**src/mcc_pkg.sv**
```systemverilog
// ----------------------------------------------------------------------------
// mcc_pkg
// Shared types, character codes and code tables for the Morse codec.
// ----------------------------------------------------------------------------
package mcc_pkg;

  localparam int unsigned MaxSymbols = 6;
  localparam int unsigned NumCodes   = 45;

  localparam logic [7:0] CH_DOT   = 8'h2E;
  localparam logic [7:0] CH_DASH  = 8'h2D;
  localparam logic [7:0] CH_SLASH = 8'h2F;
  localparam logic [7:0] CH_BAR   = 8'h7C;
  localparam logic [7:0] CH_NL    = 8'h0A;
  localparam logic [7:0] CH_SPACE = 8'h20;
  localparam logic [7:0] CH_HASH  = 8'h23;
  localparam logic [7:0] CH_E     = 8'h65;

  // dash = 1, first symbol most significant, right aligned
  typedef struct packed {
    logic       found;
    logic [2:0] len;
    logic [5:0] bits;
  } pattern_t;

  // work handed from front to back: optional bar, symbols, one char, newline
  typedef struct packed {
    logic       lead_bar;
    logic [2:0] nsym;
    logic [5:0] sym_bits;   // left aligned
    logic       sym_e;      // symbols print as 'e'
    logic       has_char;
    logic [7:0] chr;
    logic       trail_nl;
  } job_t;

  localparam logic [7:0] CODE_CHARS [NumCodes] = '{
    "a", "b", "c", "d", "e", "f", "g", "h", "i", "j", "k", "l", "m",
    "n", "o", "p", "q", "r", "s", "t", "u", "v", "w", "x", "y", "z",
    "1", "2", "3", "4", "5", "6", "7", "8", "9", "0",
    ",", ".", "?", ";", ":", "/", "+", "-", "="
  };

  function automatic pattern_t encode_pattern(logic [7:0] ch);
    pattern_t r;
    case (ch)
      "a": r = {1'b1, 3'd2, 6'b01};
      "b": r = {1'b1, 3'd4, 6'b1000};
      "c": r = {1'b1, 3'd4, 6'b1010};
      "d": r = {1'b1, 3'd3, 6'b100};
      "e": r = {1'b1, 3'd1, 6'b0};
      "f": r = {1'b1, 3'd4, 6'b0010};
      "g": r = {1'b1, 3'd3, 6'b110};
      "h": r = {1'b1, 3'd4, 6'b0000};
      "i": r = {1'b1, 3'd2, 6'b00};
      "j": r = {1'b1, 3'd4, 6'b0111};
      "k": r = {1'b1, 3'd3, 6'b101};
      "l": r = {1'b1, 3'd4, 6'b0100};
      "m": r = {1'b1, 3'd2, 6'b11};
      "n": r = {1'b1, 3'd2, 6'b10};
      "o": r = {1'b1, 3'd3, 6'b111};
      "p": r = {1'b1, 3'd4, 6'b0110};
      "q": r = {1'b1, 3'd4, 6'b1101};
      "r": r = {1'b1, 3'd3, 6'b010};
      "s": r = {1'b1, 3'd3, 6'b000};
      "t": r = {1'b1, 3'd1, 6'b1};
      "u": r = {1'b1, 3'd3, 6'b001};
      "v": r = {1'b1, 3'd4, 6'b0001};
      "w": r = {1'b1, 3'd3, 6'b011};
      "x": r = {1'b1, 3'd4, 6'b1001};
      "y": r = {1'b1, 3'd4, 6'b1011};
      "z": r = {1'b1, 3'd4, 6'b1100};
      "1": r = {1'b1, 3'd5, 6'b01111};
      "2": r = {1'b1, 3'd5, 6'b00111};
      "3": r = {1'b1, 3'd5, 6'b00011};
      "4": r = {1'b1, 3'd5, 6'b00001};
      "5": r = {1'b1, 3'd5, 6'b00000};
      "6": r = {1'b1, 3'd5, 6'b10000};
      "7": r = {1'b1, 3'd5, 6'b11000};
      "8": r = {1'b1, 3'd5, 6'b11100};
      "9": r = {1'b1, 3'd5, 6'b11110};
      "0": r = {1'b1, 3'd5, 6'b11111};
      ",": r = {1'b1, 3'd5, 6'b00100};
      ".": r = {1'b1, 3'd6, 6'b010101};
      "?": r = {1'b1, 3'd6, 6'b001100};
      ";": r = {1'b1, 3'd5, 6'b10101};
      ":": r = {1'b1, 3'd6, 6'b111000};
      "/": r = {1'b1, 3'd5, 6'b10010};
      "+": r = {1'b1, 3'd5, 6'b01010};
      "-": r = {1'b1, 3'd6, 6'b100001};
      "=": r = {1'b1, 3'd5, 6'b10001};
      default: r = '0;
    endcase
    return r;
  endfunction

  // patterns are unique, so matches can be merged with an or
  function automatic logic [7:0] decode_char(logic [2:0] len, logic [5:0] bits);
    pattern_t   p;
    logic [7:0] ch;
    logic       hit;
    ch  = '0;
    hit = 1'b0;
    for (int i = 0; i < NumCodes; i++) begin
      p = encode_pattern(CODE_CHARS[i]);
      if (p.len == len && p.bits == bits) begin
        ch  = ch | CODE_CHARS[i];
        hit = 1'b1;
      end
    end
    return hit ? ch : CH_HASH;
  endfunction

endpackage

```
**src/morse_code_codec_unit.sv**
```systemverilog
// ----------------------------------------------------------------------------
// morse_code_codec_unit
// Byte-stream Morse encoder/decoder with a direction register.
// ----------------------------------------------------------------------------
// Bytes enter through a push/full port and results leave through an
// empty/pop port, one result byte per cycle while the consumer pops. The
// front end takes one input byte per cycle while full is low; bytes that
// make no output (symbols inside a token) place no job but still wait while
// full is high. Each byte that makes output places one job in a queue of
// JobDepth entries, and the back end expands it into its result bytes, one
// per cycle while the output is popped, so full rises once the queue is
// full. A result passes through the job queue, the current-job register and
// the output register before it shows on the output ports. Writing direction
// (cfg_we_i) clears the open token and the line state.
// ----------------------------------------------------------------------------
module morse_code_codec_unit #(
  parameter int unsigned JobDepth = 2
) (
  input  logic       clk_i,
  input  logic       rst_ni,
  input  logic       push,
  output logic       full,
  input  logic [7:0] in_byte_i,
  output logic       empty,
  input  logic       pop,
  output logic [7:0] out_byte_o,
  output logic       last_of_run_o,
  input  logic       cfg_we_i,
  input  logic       cfg_wdata_i
);
  import mcc_pkg::*;

  job_t fe_job, q_job;
  logic fe_push, q_pop, q_avail, accept;

  assign accept = push && !full;

  mcc_front u_front (
    .clk_i       (clk_i),
    .rst_ni      (rst_ni),
    .accept_i    (accept),
    .in_byte_i   (in_byte_i),
    .cfg_we_i    (cfg_we_i),
    .cfg_wdata_i (cfg_wdata_i),
    .job_push_o  (fe_push),
    .job_o       (fe_job)
  );

  mcc_job_fifo #(
    .Depth (JobDepth)
  ) u_fifo (
    .clk_i      (clk_i),
    .rst_ni     (rst_ni),
    .push_i     (fe_push),
    .data_i     (fe_job),
    .pop_i      (q_pop),
    .data_o     (q_job),
    .full_o     (full),
    .nonempty_o (q_avail)
  );

  mcc_back u_back (
    .clk_i         (clk_i),
    .rst_ni        (rst_ni),
    .job_i         (q_job),
    .job_avail_i   (q_avail),
    .job_pop_o     (q_pop),
    .pop           (pop),
    .empty         (empty),
    .out_byte_o    (out_byte_o),
    .last_of_run_o (last_of_run_o)
  );

endmodule

```
**src/mcc_front.sv**
```systemverilog
// ----------------------------------------------------------------------------
// mcc_front
// Takes input bytes, keeps the token and line state, and issues output jobs.
// ----------------------------------------------------------------------------
module mcc_front (
  input  logic          clk_i,
  input  logic          rst_ni,
  input  logic          accept_i,
  input  logic [7:0]    in_byte_i,
  input  logic          cfg_we_i,
  input  logic          cfg_wdata_i,
  output logic          job_push_o,
  output mcc_pkg::job_t job_o
);
  import mcc_pkg::*;

  logic       dir_q, dir_d;
  logic [5:0] bits_q, bits_d;
  logic [2:0] cnt_q, cnt_d;
  logic       inv_q, inv_d;
  logic       slash_q, slash_d;
  logic       lhc_q, lhc_d;

  logic [7:0] lc_byte;
  pattern_t   pat;

  always_comb begin
    lc_byte = in_byte_i;
    if (in_byte_i inside {[8'h41:8'h5A]}) begin
      lc_byte = in_byte_i | 8'h20;
    end
  end

  assign pat = encode_pattern(lc_byte);

  always_comb begin
    dir_d      = dir_q;
    bits_d     = bits_q;
    cnt_d      = cnt_q;
    inv_d      = inv_q;
    slash_d    = slash_q;
    lhc_d      = lhc_q;
    job_o      = '0;
    job_push_o = 1'b0;
    if (accept_i && !dir_q) begin
      case (in_byte_i)
        CH_DOT, CH_DASH: begin
          if (!inv_q) begin
            if (slash_q || cnt_q == 3'(MaxSymbols)) begin
              inv_d = 1'b1;
            end else begin
              bits_d = {bits_q[4:0], in_byte_i == CH_DASH};
              cnt_d  = cnt_q + 3'd1;
            end
          end
        end
        CH_SLASH: begin
          if (cnt_q != 3'd0 || slash_q || inv_q) begin
            inv_d = 1'b1;
          end else begin
            slash_d = 1'b1;
          end
        end
        CH_BAR, CH_NL: begin
          job_o.has_char = inv_q || slash_q || cnt_q != 3'd0;
          job_o.chr      = inv_q ? CH_HASH : (slash_q ? CH_SPACE : decode_char(cnt_q, bits_q));
          job_o.trail_nl = in_byte_i == CH_NL;
          job_push_o     = job_o.has_char || job_o.trail_nl;
          bits_d         = '0;
          cnt_d          = '0;
          inv_d          = 1'b0;
          slash_d        = 1'b0;
        end
        default: begin
          inv_d = 1'b1;
        end
      endcase
    end else if (accept_i) begin
      job_push_o = 1'b1;
      if (in_byte_i == CH_NL) begin
        job_o.trail_nl = 1'b1;
        lhc_d          = 1'b0;
      end else begin
        job_o.lead_bar = lhc_q;
        lhc_d          = 1'b1;
        if (in_byte_i == CH_SPACE) begin
          job_o.has_char = 1'b1;
          job_o.chr      = CH_SLASH;
        end else if (pat.found) begin
          job_o.nsym     = pat.len;
          job_o.sym_bits = pat.bits << (3'(MaxSymbols) - pat.len);
        end else begin
          job_o.nsym  = 3'd4;
          job_o.sym_e = 1'b1;
        end
      end
    end
    if (cfg_we_i) begin
      dir_d   = cfg_wdata_i;
      bits_d  = '0;
      cnt_d   = '0;
      inv_d   = 1'b0;
      slash_d = 1'b0;
      lhc_d   = 1'b0;
    end
  end

  always_ff @(posedge clk_i or negedge rst_ni) begin
    if (!rst_ni) begin
      dir_q   <= 1'b0;
      bits_q  <= '0;
      cnt_q   <= '0;
      inv_q   <= 1'b0;
      slash_q <= 1'b0;
      lhc_q   <= 1'b0;
    end else begin
      dir_q   <= dir_d;
      bits_q  <= bits_d;
      cnt_q   <= cnt_d;
      inv_q   <= inv_d;
      slash_q <= slash_d;
      lhc_q   <= lhc_d;
    end
  end

endmodule

```
**src/mcc_job_fifo.sv**
```systemverilog
// ----------------------------------------------------------------------------
// mcc_job_fifo
// Small queue of jobs between the front and the back.
// ----------------------------------------------------------------------------
module mcc_job_fifo #(
  parameter int unsigned Depth = 2
) (
  input  logic          clk_i,
  input  logic          rst_ni,
  input  logic          push_i,
  input  mcc_pkg::job_t data_i,
  input  logic          pop_i,
  output mcc_pkg::job_t data_o,
  output logic          full_o,
  output logic          nonempty_o
);
  import mcc_pkg::*;

  localparam int unsigned Aw = (Depth > 1) ? $clog2(Depth) : 1;
  localparam int unsigned Cw = $clog2(Depth + 1);

  job_t          mem_q [Depth];
  logic [Aw-1:0] wptr_q, rptr_q;
  logic [Cw-1:0] cnt_q;

  logic do_push, do_pop;

  assign full_o     = cnt_q == Cw'(Depth);
  assign nonempty_o = cnt_q != '0;
  assign do_push    = push_i && !full_o;
  assign do_pop     = pop_i && nonempty_o;
  assign data_o     = mem_q[rptr_q];

  always_ff @(posedge clk_i) begin
    if (do_push) begin
      mem_q[wptr_q] <= data_i;
    end
  end

  always_ff @(posedge clk_i or negedge rst_ni) begin
    if (!rst_ni) begin
      wptr_q <= '0;
      rptr_q <= '0;
      cnt_q  <= '0;
    end else begin
      if (do_push) begin
        wptr_q <= (wptr_q == Aw'(Depth - 1)) ? '0 : wptr_q + Aw'(1);
      end
      if (do_pop) begin
        rptr_q <= (rptr_q == Aw'(Depth - 1)) ? '0 : rptr_q + Aw'(1);
      end
      if (do_push && !do_pop) begin
        cnt_q <= cnt_q + Cw'(1);
      end else if (do_pop && !do_push) begin
        cnt_q <= cnt_q - Cw'(1);
      end
    end
  end

endmodule

```
**src/mcc_back.sv**
```systemverilog
// ----------------------------------------------------------------------------
// mcc_back
// Expands jobs into output bytes, one per cycle while the output register is free or popped.
// ----------------------------------------------------------------------------
module mcc_back (
  input  logic          clk_i,
  input  logic          rst_ni,
  input  mcc_pkg::job_t job_i,
  input  logic          job_avail_i,
  output logic          job_pop_o,
  input  logic          pop,
  output logic          empty,
  output logic [7:0]    out_byte_o,
  output logic          last_of_run_o
);
  import mcc_pkg::*;

  job_t       cur_q, cur_d;
  logic       cur_valid_q, cur_valid_d;
  logic       out_valid_q;
  logic [7:0] out_byte_q;
  logic       out_last_q;

  logic       adv, emit, remaining, take;
  logic [7:0] nbyte;
  job_t       step;

  assign adv  = !out_valid_q || pop;
  assign emit = adv && cur_valid_q;

  always_comb begin
    step = cur_q;
    if (cur_q.lead_bar) begin
      nbyte         = CH_BAR;
      step.lead_bar = 1'b0;
    end else if (cur_q.nsym != 3'd0) begin
      nbyte         = cur_q.sym_e ? CH_E : (cur_q.sym_bits[5] ? CH_DASH : CH_DOT);
      step.nsym     = cur_q.nsym - 3'd1;
      step.sym_bits = {cur_q.sym_bits[4:0], 1'b0};
    end else if (cur_q.has_char) begin
      nbyte         = cur_q.chr;
      step.has_char = 1'b0;
    end else begin
      nbyte         = CH_NL;
      step.trail_nl = 1'b0;
    end
    remaining = step.lead_bar || step.nsym != 3'd0 || step.has_char || step.trail_nl;
  end

  assign take      = !cur_valid_q || (emit && !remaining);
  assign job_pop_o = take && job_avail_i;

  always_comb begin
    cur_d       = cur_q;
    cur_valid_d = cur_valid_q;
    if (take) begin
      cur_d       = job_i;
      cur_valid_d = job_avail_i;
    end else if (emit) begin
      cur_d = step;
    end
  end

  always_ff @(posedge clk_i) begin
    cur_q <= cur_d;
    if (emit) begin
      out_byte_q <= nbyte;
      out_last_q <= !remaining;
    end
  end

  always_ff @(posedge clk_i or negedge rst_ni) begin
    if (!rst_ni) begin
      cur_valid_q <= 1'b0;
      out_valid_q <= 1'b0;
    end else begin
      cur_valid_q <= cur_valid_d;
      if (adv) begin
        out_valid_q <= emit;
      end
    end
  end

  assign empty         = !out_valid_q;
  assign out_byte_o    = out_byte_q;
  assign last_of_run_o = out_last_q;

endmodule
```
**config.mk**
```make
export PLATFORM = sky130hd
export DESIGN_NAME = morse_code_codec_unit
export DESIGN_NICKNAME = d
export VERILOG_FILES = /design/src/mcc_pkg.sv /design/src/morse_code_codec_unit.sv /design/src/mcc_front.sv /design/src/mcc_job_fifo.sv /design/src/mcc_back.sv
export SDC_FILE = /design/constraint.sdc
export NUM_CORES = 1
export LEC_CHECK = 0
export BUFFER_PORTS_ARGS = -buffer_cell sky130_fd_sc_hd__clkbuf_2
export CAP_MARGIN = 20
export CORE_ASPECT_RATIO = 1.2
export CORE_MARGIN = 2
export CORE_UTILIZATION = 40
export CTS_BUF_LIST = sky130_fd_sc_hd__clkbuf_16
export CTS_CLUSTER_SIZE = 12
export DETAILED_ROUTE_END_ITERATION = 10
export PLACE_DENSITY_LB_ADDON = 0.12
export SLEW_MARGIN = 20
export SYNTH_ARGS = -nofsm -noshare
export SYNTH_HDL_FRONTEND = slang
export SYNTH_SLANG_ARGS = --single-unit
```
**constraint.sdc**
```tcl
create_clock -name clk_i -period 5.5 [get_ports clk_i]
set_clock_uncertainty 0.2 [all_clocks]
set_input_delay 0.275 -clock clk_i [delete_from_list [all_inputs] [get_ports clk_i]]
set_output_delay 0.275 -clock clk_i [all_outputs]
set_load 0.03 [all_outputs]
```
==> results.sh <==
export IMPL_cap_violations=0
export IMPL_min_path_type="in2reg"
export IMPL_worst_slack_ns=2.20
export IMPL_vias=4547
export IMPL_synthAdderAreaFrac_pct=3.07
export IMPL_hold_depth=3
export IMPL_io_pins=25
export IMPL_grt_met3_usage_pct=3.05
export IMPL_synthFlopType="edfxtp_1"
export IMPL_place_congestion=0.906
export IMPL_nFillCells=1358
export IMPL_critPathMaxFanout=32
export IMPL_syn_to_final_growth_pct=9.72
export IMPL_synthCells=609
export IMPL_yosys_area_top_type="edfxtp_1"
export IMPL_clock_sinks=87
export IMPL_peakVddDrop_mv=0.217
export IMPL_die_w_um=113
export IMPL_wl_per_cell_um=16.8
export IMPL_cts_buffers=9
export IMPL_initialDrtViolationCount=507
export IMPL_die_y_um=135
export IMPL_async_reset_ff_share_pct=21.8
export IMPL_post_place_ws_ns=1.93
export IMPL_dp_cells=762
export IMPL_met2_usage_pct=27.2
export IMPL_critPathLaunchType="register"
export IMPL_p_per_area_nw_per_um2=364
export IMPL_worst_pin_slew_ns=0.927
export IMPL_wl_um=13100
export IMPL_multi_input_area_um2=2930
export IMPL_ctsRootBufferMaster="clkbuf_16"
export IMPL_synth_xor_area_share_pct=1.87
export IMPL_max_clock_path_buffers=2
export IMPL_worstRegToRegCells=13
export IMPL_finalHoldViolCount=0
export IMPL_final_cells=781
export IMPL_initial_core_util_pct=41.1
export IMPL_dp_hpwl_um=9270
export IMPL_grt_ovfl_total=0
export IMPL_grt_pass1_vias=4218
export IMPL_port_buffers=23
export IMPL_syn_nets=637
export IMPL_violations="design-rule violations"
export IMPL_core_area_um2=13900
export IMPL_detail_route_antenna_nets=0
export IMPL_clkSlewWorstSetupHoldPaths_ns=0.07
export IMPL_muxShareOfSynthArea_pct=5.53
export IMPL_ys_types=74
export IMPL_power_total_mw=2.28
export IMPL_dr_pass1_iters=8
export IMPL_netlist_top_cells_count="68 x edfxtp_1, 62 x nand2_1, 57 x nor2_1, 41 x o21ai_0, 27 x mux2i_1"
export IMPL_yosys_top_cells_area="edfxtp_1 36%, dfrtp_1 8.3%, mux2i_1 4.7%, nand2_1 4.1%, nor2_1 3.8%"
export IMPL_h_tree_depth=3
export IMPL_synth_top_family_by_area="simple AND/OR/NAND/NOR gates"
export IMPL_track_usage_pct=17.6
export IMPL_num_antenna_cells=0
export IMPL_crit_type="reg2reg"
export IMPL_finalSetupViolCount=0
export IMPL_drcViolationCount=5
export IMPL_drive_gt1_share_pct=11.0
export IMPL_fmax_mhz=303
export IMPL_die_area_um2=15200
export IMPL_avgSynthCellArea_um2=9.36
export IMPL_fin_nets=633
export IMPL_use_met1_pct=24.7
export IMPL_busiest_layer="met2"
export IMPL_synth_edf_count=68
export IMPL_status="complete, but fails checks"
export IMPL_synth_seq_area_share_pct=44.2
export IMPL_arrival_ns=3.37
export IMPL_grt_pass1_wl_um=21600
export IMPL_synth_top_area_share_pct=35.8
export IMPL_routed_via_density=5.82
export IMPL_rsz0062_at_grt="false"
export IMPL_yosysMostFrequentCell="edfxtp_1"
export IMPL_antenna_found_initial=0
export IMPL_finalCritPeriodShare_pct=60.0
export IMPL_cts_resized=0
export IMPL_min_period_ns=3.30
export IMPL_fp_row_count=47
export IMPL_setup_tns_ns=0
export IMPL_synth_cell_area_um2=5700
export IMPL_relSlewSlack_pct=38.2
export IMPL_yosys_warnings=0
export IMPL_synth_compound_area_share_pct=18.6
export IMPL_slew_violations=0
export IMPL_ys_ff_latch=87
export IMPL_synth_simple_area_share_pct=22.0
export IMPL_cts_tree="built"
export IMPL_leakage_nw=2.29
export IMPL_clk_latency_ns=0.34
export IMPL_critPathCaptureType="register"
export IMPL_cp_required_ns=5.57
export IMPL_final_core_utilization_pct=45.1
export IMPL_seqCellArea_um2=2520
export IMPL_grt_max_degree=40
-- registers in the layout, summed over array words and instances (netlist names) --
name                  cells
u_front.bits_q            6
u_fifo.wptr_q             1
u_front.cnt_q             3
u_front.inv_q             1
u_fifo.rptr_q             1
u_back.last_of_run_o      1
u_back.cur_q             20
u_back.cur_valid_q        1
u_front.slash_q           1
u_back.out_byte_o         7
u_fifo.mem_q             40
u_fifo.cnt_q              2
u_back.out_valid_q        1
u_front.dir_q             1
u_front.lhc_q             1
-- where the power goes --
group | switching, mW | internal, mW | total [mW] | leakage (nW)
combinational | 0.352 | 0.233 | 0.586 | 1.23
clock | 0.256 | 0.446 | 0.702 | 0.172
sequential | 0.109 | 0.881 | 0.990 | 0.883
-- cell type report --
cell class / instances / share of cell area [%]
multi-input cells: 456 / 46.8
clock buffers: 9 / 3.60
clock inverters: 7 / 1.92
flip-flops and latches: 87 / 40.3
repair buffers: 29 / 2.68
inverters: 22 / 1.32
well taps: 171 / 3.42
-- worst max-delay path, stage by stage, from the launching register on --
cell      delay [ns]
edfxtp_1        0.43
inv_1           0.16
ha_1            0.22
nor2b_1         0.34
nand2_1         0.20
o21ai_0         0.17
and4b_1         0.25
a21boi_2        0.07
buf_4           0.23
or2_2           0.36
ha_1            0.22
xor2_1          0.14
nor2_1          0.11
xor2_1          0.14
-- cells in the final DEF, fill, tap and decap left out, drive strengths merged, types with 4 or more instances in the layout --
master / n
o22ai: 9
nor2b: 16
nand3: 23
nand3b: 5
nor4b: 4
xor2: 4
nor2: 57
a2111oi: 4
dfrtp: 19
or2: 12
edfxtp: 68
o31ai: 6
o21a: 5
or4: 7
inv: 25
a21oi: 25
nor3: 14
o21ai: 46
a211oi: 6
mux2i: 27
a31oi: 12
a32oi: 5
mux2: 4
and2: 5
nand2: 62
nand2b: 15
nor4: 7
o211ai: 6
xnor2: 6
clkbuf: 32
ha: 14
-- timing repair --
item                                   4_1_cts  5_1_grt
hold buffers                                 3        0
setup buffers                                0        0
endpoints found under the hold margin       21        0
-- per-stage QoR --
stage	instance area (um^2)	hold slack [ns]
after floorplan	5700	-0.221
after global placement	5870	0.0590
after detailed placement	5870	0.0751
after CTS	6250	0.0686
after global routing	6250	0.119
final	6250	0.0781
-- worst paths after layout --
kind,start,endpoint,slack [ns]
max in group asynchronous,rst_ni,u_fifo.rptr_q,4.49
setup reg to reg,u_back.cur_q[17],u_fifo.cnt_q[1],2.20
setup / recovery,u_back.cur_q[17],u_fifo.cnt_q[1],2.20
hold reg to reg,u_fifo.cnt_q[1],u_fifo.cnt_q[1],0.29
min in group asynchronous,rst_ni,u_front.dir_q,0.23
hold / removal,pop,u_back.out_valid_q,0.08
-- layer usage --
layer,up-vias,wire (um)
met1,2120,6000
met5,-,0
met2,166,6100
met4,0,274
met3,20,710
li1,2241,-
-- cell families (layout without fill, tap and decap cells) --
| family | Yosys count | after routing |
|---|---|---|
| buffers and inverters | 66 | 67 |
| AND/OR/NAND/NOR | 244 | 244 |
| XOR/XNOR | 10 | 10 |
| multiplexers | 31 | 31 |
| other | 1 | 1 |
| AO/OA/AOI/OAI | 156 | 156 |
| flip-flops | 87 | 87 |
| adder cells (fa/ha/maj) | 14 | 14 |
Note: power is estimated with default switching activity, not from simulation.
